### config.mk
export PLATFORM = sky130hd
export DESIGN_NAME = vsna_ctrl
export DESIGN_NICKNAME = d
export VERILOG_FILES = /design/src/hw/rtl/vsna_pkg.sv /design/src/hw/rtl/vsna_ctrl.sv
export SDC_FILE = /design/constraint.sdc
export NUM_CORES = 1
export LEC_CHECK = 0
export BUFFER_PORTS_ARGS = -buffer_cell sky130_fd_sc_hd__buf_2
export CORE_ASPECT_RATIO = 1.5
export CORE_MARGIN = 2
export CORE_UTILIZATION = 52
export CTS_BUF_LIST = sky130_fd_sc_hd__clkbuf_16
export CTS_CLUSTER_DIAMETER = 60
export DETAILED_ROUTE_END_ITERATION = 8
export PLACE_DENSITY = 0.83
export SYNTH_ARGS = -nofsm -noshare
export SYNTH_HDL_FRONTEND = slang
export SYNTH_SLANG_ARGS = --single-unit
export TNS_END_PERCENT = 50
### constraint.sdc
create_clock -name clk -period 2 [get_ports clk]
set_clock_uncertainty 0.2 [all_clocks]
set_input_delay 0.5 -clock clk [delete_from_list [all_inputs] [get_ports clk]]
set_output_delay 0.5 -clock clk [all_outputs]
set_load 0.02 [all_outputs]
### src/hw/rtl/vsna_pkg.sv
`timescale 1ns / 1ps
`default_nettype none
package vsna_pkg;

  // wide width for block end arithmetic (address plus size plus merges)
  localparam int VW = 20;
  localparam int STEP_W = 23;
  localparam logic [STEP_W-1:0] WALK_LIMIT = 23'd4194304;
  localparam int LOG_DEPTH = 2048;
  localparam int LAW = 11;
  localparam logic [15:0] INIT_SIZE = 16'd1000;
  localparam logic [17:0] GROW_STEP = 18'd1000;
  localparam logic [17:0] GROW_FULL = 18'd1998;

  localparam logic [1:0] ST_ALLOC = 2'd0;
  localparam logic [1:0] ST_PROBE = 2'd1;
  localparam logic [1:0] ST_OVERFLOW = 2'd2;

  typedef enum logic [5:0] {
    CMD_NONE, CMD_CLEAR, CMD_INIT_A, CMD_INIT_B, CMD_START, CMD_PASS,
    CMD_RD_P, CMD_SET_Q, CMD_RD_Q, CMD_ADD_Q, CMD_MSTEP, CMD_STEP,
    CMD_LD_NX_M, CMD_LD_NX_X, CMD_RD_NX1, CMD_W_INF_PV, CMD_RD_PV1, CMD_W_LNK_NX,
    CMD_W_INF_RP, CMD_RD_R, CMD_W_LNK_ZERO, CMD_RD_P1, CMD_W_INF_QP, CMD_NEXT_P,
    CMD_GROW, CMD_LD_LEFT, CMD_RD_LEFT1, CMD_W_LNK_TOP, CMD_RD_ROV1, CMD_W_INF_TOP,
    CMD_RD_TOP1, CMD_W_TOP1, CMD_RD_TOP, CMD_W_TOPW, CMD_RD_T, CMD_W_ZERO,
    CMD_RB_RD, CMD_RB_WR, CMD_DONE_ALLOC, CMD_DONE_PROBE, CMD_DONE_FAIL
  } cmd_t;

  typedef struct packed {
    logic clear_last;
    logic link_empty;
    logic link_ne_p;
    logic link_eq_rover;
    logic step_over;
    logic r_gt;
    logic r_eq;
    logic probe;
    logic can_grow;
    logic log_empty;
  } dp_status_t;

endpackage
`default_nettype wire

### src/hw/rtl/vsna_ctrl.sv
`timescale 1ns / 1ps
`default_nettype none
module vsna_ctrl (
  input  wire logic                clk,
  input  wire logic                rst,
  input  wire logic                start,
  input  wire vsna_pkg::dp_status_t st,
  output vsna_pkg::cmd_t           cmd,
  output logic                     busy
);

  typedef enum logic [5:0] {
    S_CLEAR, S_INIT_A, S_INIT_B, S_IDLE, S_PASS, S_RD_P, S_SET_Q, S_RD_Q, S_CHK_Q,
    S_OVER_M, S_RD_NX1, S_W_PV, S_RD_PV1, S_W_NX, S_RD_QA, S_ADD_Q, S_OVER_S,
    S_W_RP, S_RD_R, S_W_Z, S_DONE_A, S_CHK_X, S_W_QP, S_RD_P1, S_NEXT, S_END,
    S_DONE_P, S_LEFT, S_RD_L1, S_W_LT, S_RD_R1, S_W_IT, S_RD_T1, S_W_T1, S_RD_TP,
    S_W_TW, S_RD_T, S_W_ZW, S_RB_RD, S_RB_WR
  } state_t;

  state_t state, state_next;
  logic   exact, exact_next;

  assign busy = (state != S_IDLE);

  always_comb begin
    state_next = state;
    exact_next = exact;
    cmd = vsna_pkg::CMD_NONE;
    unique case (state)
      S_CLEAR: begin
        cmd = vsna_pkg::CMD_CLEAR;
        if (st.clear_last) state_next = S_INIT_A;
      end
      S_INIT_A: begin cmd = vsna_pkg::CMD_INIT_A; state_next = S_INIT_B; end
      S_INIT_B: begin cmd = vsna_pkg::CMD_INIT_B; state_next = S_IDLE; end
      S_IDLE: begin
        if (start) begin
          cmd = vsna_pkg::CMD_START;
          state_next = S_RD_P;
        end
      end
      S_PASS: begin cmd = vsna_pkg::CMD_PASS; state_next = S_RD_P; end
      S_RD_P: begin cmd = vsna_pkg::CMD_RD_P; state_next = S_SET_Q; end
      S_SET_Q: begin cmd = vsna_pkg::CMD_SET_Q; state_next = S_RD_Q; end
      S_RD_Q: begin cmd = vsna_pkg::CMD_RD_Q; state_next = S_CHK_Q; end
      S_CHK_Q: begin
        if (st.link_empty) begin
          cmd = vsna_pkg::CMD_MSTEP;
          state_next = S_OVER_M;
        end else begin
          cmd = vsna_pkg::CMD_STEP;
          state_next = S_OVER_S;
        end
      end
      S_OVER_M: begin
        if (st.step_over) begin
          state_next = S_RB_RD;
        end else begin
          cmd = vsna_pkg::CMD_LD_NX_M;
          exact_next = 1'b0;
          state_next = S_RD_NX1;
        end
      end
      S_RD_NX1: begin cmd = vsna_pkg::CMD_RD_NX1; state_next = S_W_PV; end
      S_W_PV: begin cmd = vsna_pkg::CMD_W_INF_PV; state_next = S_RD_PV1; end
      S_RD_PV1: begin cmd = vsna_pkg::CMD_RD_PV1; state_next = S_W_NX; end
      S_W_NX: begin
        cmd = vsna_pkg::CMD_W_LNK_NX;
        state_next = exact ? S_RD_R : S_RD_QA;
      end
      S_RD_QA: begin cmd = vsna_pkg::CMD_RD_Q; state_next = S_ADD_Q; end
      S_ADD_Q: begin cmd = vsna_pkg::CMD_ADD_Q; state_next = S_RD_Q; end
      S_OVER_S: begin
        if (st.step_over) begin
          state_next = S_RB_RD;
        end else if (!st.probe && st.r_gt) begin
          cmd = vsna_pkg::CMD_RD_P;
          state_next = S_W_RP;
        end else if (!st.probe && st.r_eq) begin
          cmd = vsna_pkg::CMD_RD_P1;
          state_next = S_CHK_X;
        end else begin
          cmd = vsna_pkg::CMD_RD_P;
          state_next = S_W_QP;
        end
      end
      S_W_RP: begin cmd = vsna_pkg::CMD_W_INF_RP; state_next = S_RD_R; end
      S_RD_R: begin cmd = vsna_pkg::CMD_RD_R; state_next = S_W_Z; end
      S_W_Z: begin cmd = vsna_pkg::CMD_W_LNK_ZERO; state_next = S_DONE_A; end
      S_DONE_A: begin cmd = vsna_pkg::CMD_DONE_ALLOC; state_next = S_IDLE; end
      S_CHK_X: begin
        // exact fit only when another block stays on the list
        if (st.link_ne_p) begin
          cmd = vsna_pkg::CMD_LD_NX_X;
          exact_next = 1'b1;
          state_next = S_RD_NX1;
        end else begin
          cmd = vsna_pkg::CMD_RD_P;
          state_next = S_W_QP;
        end
      end
      S_W_QP: begin cmd = vsna_pkg::CMD_W_INF_QP; state_next = S_RD_P1; end
      S_RD_P1: begin cmd = vsna_pkg::CMD_RD_P1; state_next = S_NEXT; end
      S_NEXT: begin
        cmd = vsna_pkg::CMD_NEXT_P;
        state_next = st.link_eq_rover ? S_END : S_RD_P;
      end
      S_END: begin
        if (st.probe) begin
          state_next = S_DONE_P;
        end else if (!st.can_grow) begin
          state_next = S_RB_RD;
        end else begin
          cmd = vsna_pkg::CMD_GROW;
          state_next = S_LEFT;
        end
      end
      S_DONE_P: begin cmd = vsna_pkg::CMD_DONE_PROBE; state_next = S_IDLE; end
      S_LEFT: begin cmd = vsna_pkg::CMD_LD_LEFT; state_next = S_RD_L1; end
      S_RD_L1: begin cmd = vsna_pkg::CMD_RD_LEFT1; state_next = S_W_LT; end
      S_W_LT: begin cmd = vsna_pkg::CMD_W_LNK_TOP; state_next = S_RD_R1; end
      S_RD_R1: begin cmd = vsna_pkg::CMD_RD_ROV1; state_next = S_W_IT; end
      S_W_IT: begin cmd = vsna_pkg::CMD_W_INF_TOP; state_next = S_RD_T1; end
      S_RD_T1: begin cmd = vsna_pkg::CMD_RD_TOP1; state_next = S_W_T1; end
      S_W_T1: begin cmd = vsna_pkg::CMD_W_TOP1; state_next = S_RD_TP; end
      S_RD_TP: begin cmd = vsna_pkg::CMD_RD_TOP; state_next = S_W_TW; end
      S_W_TW: begin cmd = vsna_pkg::CMD_W_TOPW; state_next = S_RD_T; end
      S_RD_T: begin cmd = vsna_pkg::CMD_RD_T; state_next = S_W_ZW; end
      S_W_ZW: begin cmd = vsna_pkg::CMD_W_ZERO; state_next = S_PASS; end
      S_RB_RD: begin
        // undo the request's writes, newest first
        if (st.log_empty) begin
          cmd = vsna_pkg::CMD_DONE_FAIL;
          state_next = S_IDLE;
        end else begin
          cmd = vsna_pkg::CMD_RB_RD;
          state_next = S_RB_WR;
        end
      end
      S_RB_WR: begin cmd = vsna_pkg::CMD_RB_WR; state_next = S_RB_RD; end
      default: state_next = S_IDLE;
    endcase
  end

  always_ff @(posedge clk) begin
    if (rst) begin
      state <= S_CLEAR;
      exact <= 1'b0;
    end else begin
      state <= state_next;
      exact <= exact_next;
    end
  end

endmodule
`default_nettype wire

==> results.sh, run 1 <==
export IMPL_status="did not finish"
export IMPL_failed_stage="5_1_grt"
export IMPL_stop_error="[ERROR DPL-0038] Utilization greater than 100%, impossible to legalize"
export IMPL_port_buffers=19
export IMPL_initial_utilization_pct=55.4
export IMPL_dp_hpwl_um=5320
export IMPL_cts_root_buffer="clkbuf_16"
export IMPL_synth_nets=233
export IMPL_ys_flop_type="dfxtp_1"
export IMPL_ioPinCount=20
export IMPL_cts_max_path_buffers=2
export IMPL_die_height_um=66.9
export IMPL_syn_inst=220
export IMPL_place_inst=329
export IMPL_ys_ff_latch=7
export IMPL_yosysUniqueCellTypes=51
export IMPL_place_area_um2=2030
export IMPL_ys_seq_area_share_pct=10.2
export IMPL_yosysWarnings=0
export IMPL_die_w_um=45.9
export IMPL_rows=22
export IMPL_synthArstFlopShare_pct=0
export IMPL_cts_buffers=3
export IMPL_grt_start_max_net_pins=22
export IMPL_gp_congestion=1.15
export IMPL_syn_mean_instance_area_um2=6.23
export IMPL_syn_cell_area_um2=1370
export IMPL_h_tree_depth=1
export IMPL_cts_sinks=7
export IMPL_hold_buffers=0
export IMPL_synth_edf_count=0
-- synthesized netlist by cell type (2+ instances only) --
cell      count  share of area (%)
nor2_1       24                6.6
nand2_1      23                6.3
a21oi_1      15                5.5
o21ai_0      13                4.7
nor3_1       12                4.4
nand2b_1     11                5.0
nand3_1       8                2.9
nor2b_1       8                3.6
buf_2         7                2.6
dfxtp_1       7                 10
a31oi_1       6                2.7
inv_1         6                1.6
nor4_1        5                2.3
o21ai_1       5                1.8
or3_1         5                2.3
buf_6         4                3.3
clkbuf_1      4                1.1
o211ai_1      4                2.2
o22ai_1       4                1.8
a211oi_1      3                1.6
a22oi_1       3                1.6
buf_4         3                1.6
or4_1         3                1.6
a221oi_1      2                1.3
a32oi_1       2                1.3
and2_1        2               0.91
nor3b_1       2                1.1
o21a_1        2                1.1
o31a_1        2                1.3
o32ai_1       2                1.3
or4b_1        2                1.5
xnor2_1       2                1.3
-- per-stage QoR --
stage                     setup slack [ns]  util [%]
after floorplan                     -0.170         -
after global placement              -0.396      82.1
after detailed placement            -0.480      82.1
after CTS                           -0.577      95.6
-- repair_timing --
action / 4_1_cts
endpoints found under the setup margin: 13
setup buffers: 10
pin swaps: 18
resized for setup: 53
-- cells by family after synthesis --
family,synth area share [%]
AOI/OAI and AO/OA,32.6
xor gates and xnor gates,1.92
DFF,10.2
and+or+nand+nor,45.1
buffers and inverters,10.2
==> run 2: changes to the inputs <==
CORE_AREA = 2 2 63 65   (was not set)
CORE_ASPECT_RATIO = not set   (was 1.5)
CORE_MARGIN = not set   (was 2)
CORE_UTILIZATION = not set   (was 52)
CTS_BUF_LIST = not set   (was sky130_fd_sc_hd__clkbuf_16)
CTS_CLUSTER_DIAMETER = not set   (was 60)
DIE_AREA = 0 0 65 67   (was not set)
PLACE_DENSITY = not set   (was 0.83)
PLACE_DENSITY_LB_ADDON = 0.15   (was not set)
clock period = 2.6 ns   (was 2 ns; I/O delays follow)
==> results.sh, run 2 <==
export IMPL_r2r_cells=8
export IMPL_min_from="exact"
export IMPL_worstMarginPinSlew_ns=0.583
export IMPL_synth_edf_count=0
export IMPL_worst_slack_ns=-0.0664
export IMPL_hold_path_class="reg2reg"
export IMPL_ys_ff_latch=7
export IMPL_top_regs="state x6, exact x1"
export IMPL_min_path_cells=2
export IMPL_post_route_drc_count=0
export IMPL_path_max_fanout=8
export IMPL_relSlewSlack_pct=60.7
export IMPL_synth_compound_area_share_pct=32.6
export IMPL_diodes=0
export IMPL_port_buffers=19
export IMPL_clk_pin_slew_ns=0.04
export IMPL_rrSetupSlack_ns=0.35
export IMPL_tritoncts="built"
export IMPL_crit_required_ns=1.75
export IMPL_rows=22
export IMPL_p_leak_uw=0.000881
export IMPL_drt_first_pass_iters=4
export IMPL_yosysWarnings=0
export IMPL_syn_cell_area_um2=1370
export IMPL_ys_flop_type="dfxtp_1"
export IMPL_yosysUniqueCellTypes=51
export IMPL_final_nets=306
export IMPL_synthArstFlopShare_pct=0
export IMPL_hold_end="exact"
export IMPL_ir_drop_mv=0.537
export IMPL_finalCritPeriodShare_pct=103
export IMPL_tns_ns=-0.151
export IMPL_fmax_mhz=375
export IMPL_grtUsageTotal_pct=26.5
export IMPL_drive_gt1_share_pct=40.1
export IMPL_synthAdderAreaFrac_pct=0
export IMPL_hold_viol_final=0
export IMPL_startpoint_type="flip-flop"
export IMPL_fp_dieArea_um2=4360
export IMPL_critPathKind="reg2out"
export IMPL_syn_mean_instance_area_um2=6.23
export IMPL_h_tree_depth=1
export IMPL_die_w_um=65
export IMPL_rsz0062_at_grt="true"
export IMPL_detail_route_antenna_nets=0
export IMPL_synth_simple_area_share_pct=45.1
export IMPL_cts_buffers=3
export IMPL_syn_inst=220
export IMPL_ioPinCount=20
export IMPL_design_core_area_um2=3610
export IMPL_synth_top_family_by_area="simple AND/OR/NAND/NOR gates"
export IMPL_antenna_found_initial=0
export IMPL_status="finished, violations left"
export IMPL_fin_crit_ns=2.67
export IMPL_dp_hpwl_um=4330
export IMPL_dp_slack_ns=-0.0580
export IMPL_cts_max_path_buffers=2
export IMPL_maxCapViolations=0
export IMPL_grt_pass1_vias=1853
export IMPL_drt_initial_drc_count=142
export IMPL_mostFrequentLayoutCell="buf_4"
export IMPL_slew_viol_final=0
export IMPL_synth_area_leaders="dfxtp_1, nor2_1, nand2_1, a21oi_1, nand2b_1"
export IMPL_arrival_ns=1.82
export IMPL_synth_most_common_cell="nor2_1"
export IMPL_synth_top_cell_by_area="dfxtp_1"
export IMPL_grt_start_max_net_pins=15
export IMPL_synth_xor_area_share_pct=1.92
export IMPL_grt_pass1_wl_um=8780
export IMPL_critPathCaptureType="primary output"
export IMPL_vias_per_cell=5.89
export IMPL_r2r_start="state[1]"
export IMPL_wl_per_cell_um=16.7
export IMPL_layout_common_cells="buf_4, nor2_1, nand2_1"
export IMPL_gp_congestion=0.962
export IMPL_synth_nets=233
export IMPL_power_density_nw_per_um2=720
export IMPL_num_vias=2003
export IMPL_synth_mux_area_share_pct=0
export IMPL_area_growth_pct=53.3
export IMPL_regMostFlops="state"
export IMPL_drt_wl_total_um=5680
export IMPL_clock_latency_ns=0.23
export IMPL_cts_root_buffer="clkbuf_8"
export IMPL_overflow=0
export IMPL_initial_utilization_pct=38.0
export IMPL_largest_register_ffs=6
export IMPL_netlist_top_cells_count="nor2_1, nand2_1, a21oi_1, o21ai_0, nor3_1"
export IMPL_hold_buffers=0
export IMPL_ys_seq_area_share_pct=10.2
export IMPL_n_fill_cell=378
export IMPL_setup_viol=3
export IMPL_r2r_end="state[0]"
export IMPL_cts_sinks=7
export IMPL_die_height_um=67
export IMPL_violations="setup timing"
export IMPL_synth_top_area_share_pct=10.2
[run 2: cell counts after synthesis]
Identical to the previous run, type by type.
[run 2: power breakdown]
part,switching (uW),internal [uW],total (uW)
Clock,45.7,106,152
Combinational,617,556,1170
Sequential,51.2,139,190
[run 2: cells by family (layout without fill, tap and decap cells)]
logic type,Yosys count,count (layout)
buf+inv,24,96
compound gates,70,70
simple gates,116,116
flops,7,7
xor+xnor,3,3
[run 2: worst max path at each step]
stage	to	slack, ns	cells after the start	startpoint
final	cmd[4]	-0.07	6	state[0]
after global routing	cmd[3]	-0.11	8	state[1]
after CTS	cmd[4]	-0.09	7	state[1]
after detailed placement	cmd[1]	-0.06	7	state[3]
after global placement	cmd[3]	-0.12	6	state[3]
after floorplan	cmd[5]	0.14	7	state[1]
[run 2: routing by layer]
layer	GRT usage (%)	wire length (um)	up-vias	part of all wire (%)
met5	0	0	-	0
met4	17.6	276	0	4.9
met3	3.21	460	26	8.1
met2	39.7	2500	102	44
met1	35.5	2440	910	43
li1	-	-	965	-
[run 2: critical path, cell delays in order (launching register included)]
cell and delay [ns]:
dfxtp_4 0.37, buf_4 0.17, and3b_1 0.20, nand3_1 0.10, a21oi_1 0.10, or4_1 0.49
buf_6 0.15
[run 2: cell type report]
type | count | area, um^2 | area share [%]
multi-input combinational | 189 | 1200 | 56.9
timing repair buffer | 86 | 616 | 29.3
sequential | 7 | 163 | 7.74
tap | 48 | 60.1 | 2.86
clock buffer | 4 | 45.0 | 2.14
inverter | 6 | 22.5 | 1.07
[run 2: repair_timing]
action,4_1_cts,5_1_grt
resized for setup,24,24
buffers inserted,3,3
setup endpoints to repair,7,5
pin swaps,6,7
[run 2: per-stage QoR]
stage          area [um^2]  power (uW)  hold slack (ns)  util, %  cells
2_1_floorplan         1370         768            0.295        -    220
3_3_place_gp          1870        1170            0.323     51.8    330
3_5_place_dp          1870        1160            0.317     51.8    330
4_1_cts               1990        1390            0.329     55.2    337
5_1_grt               2100        1630            0.370     58.3    340
6_report              2100        1510            0.343     58.3    340
Power figures use the tool's default switching activity.
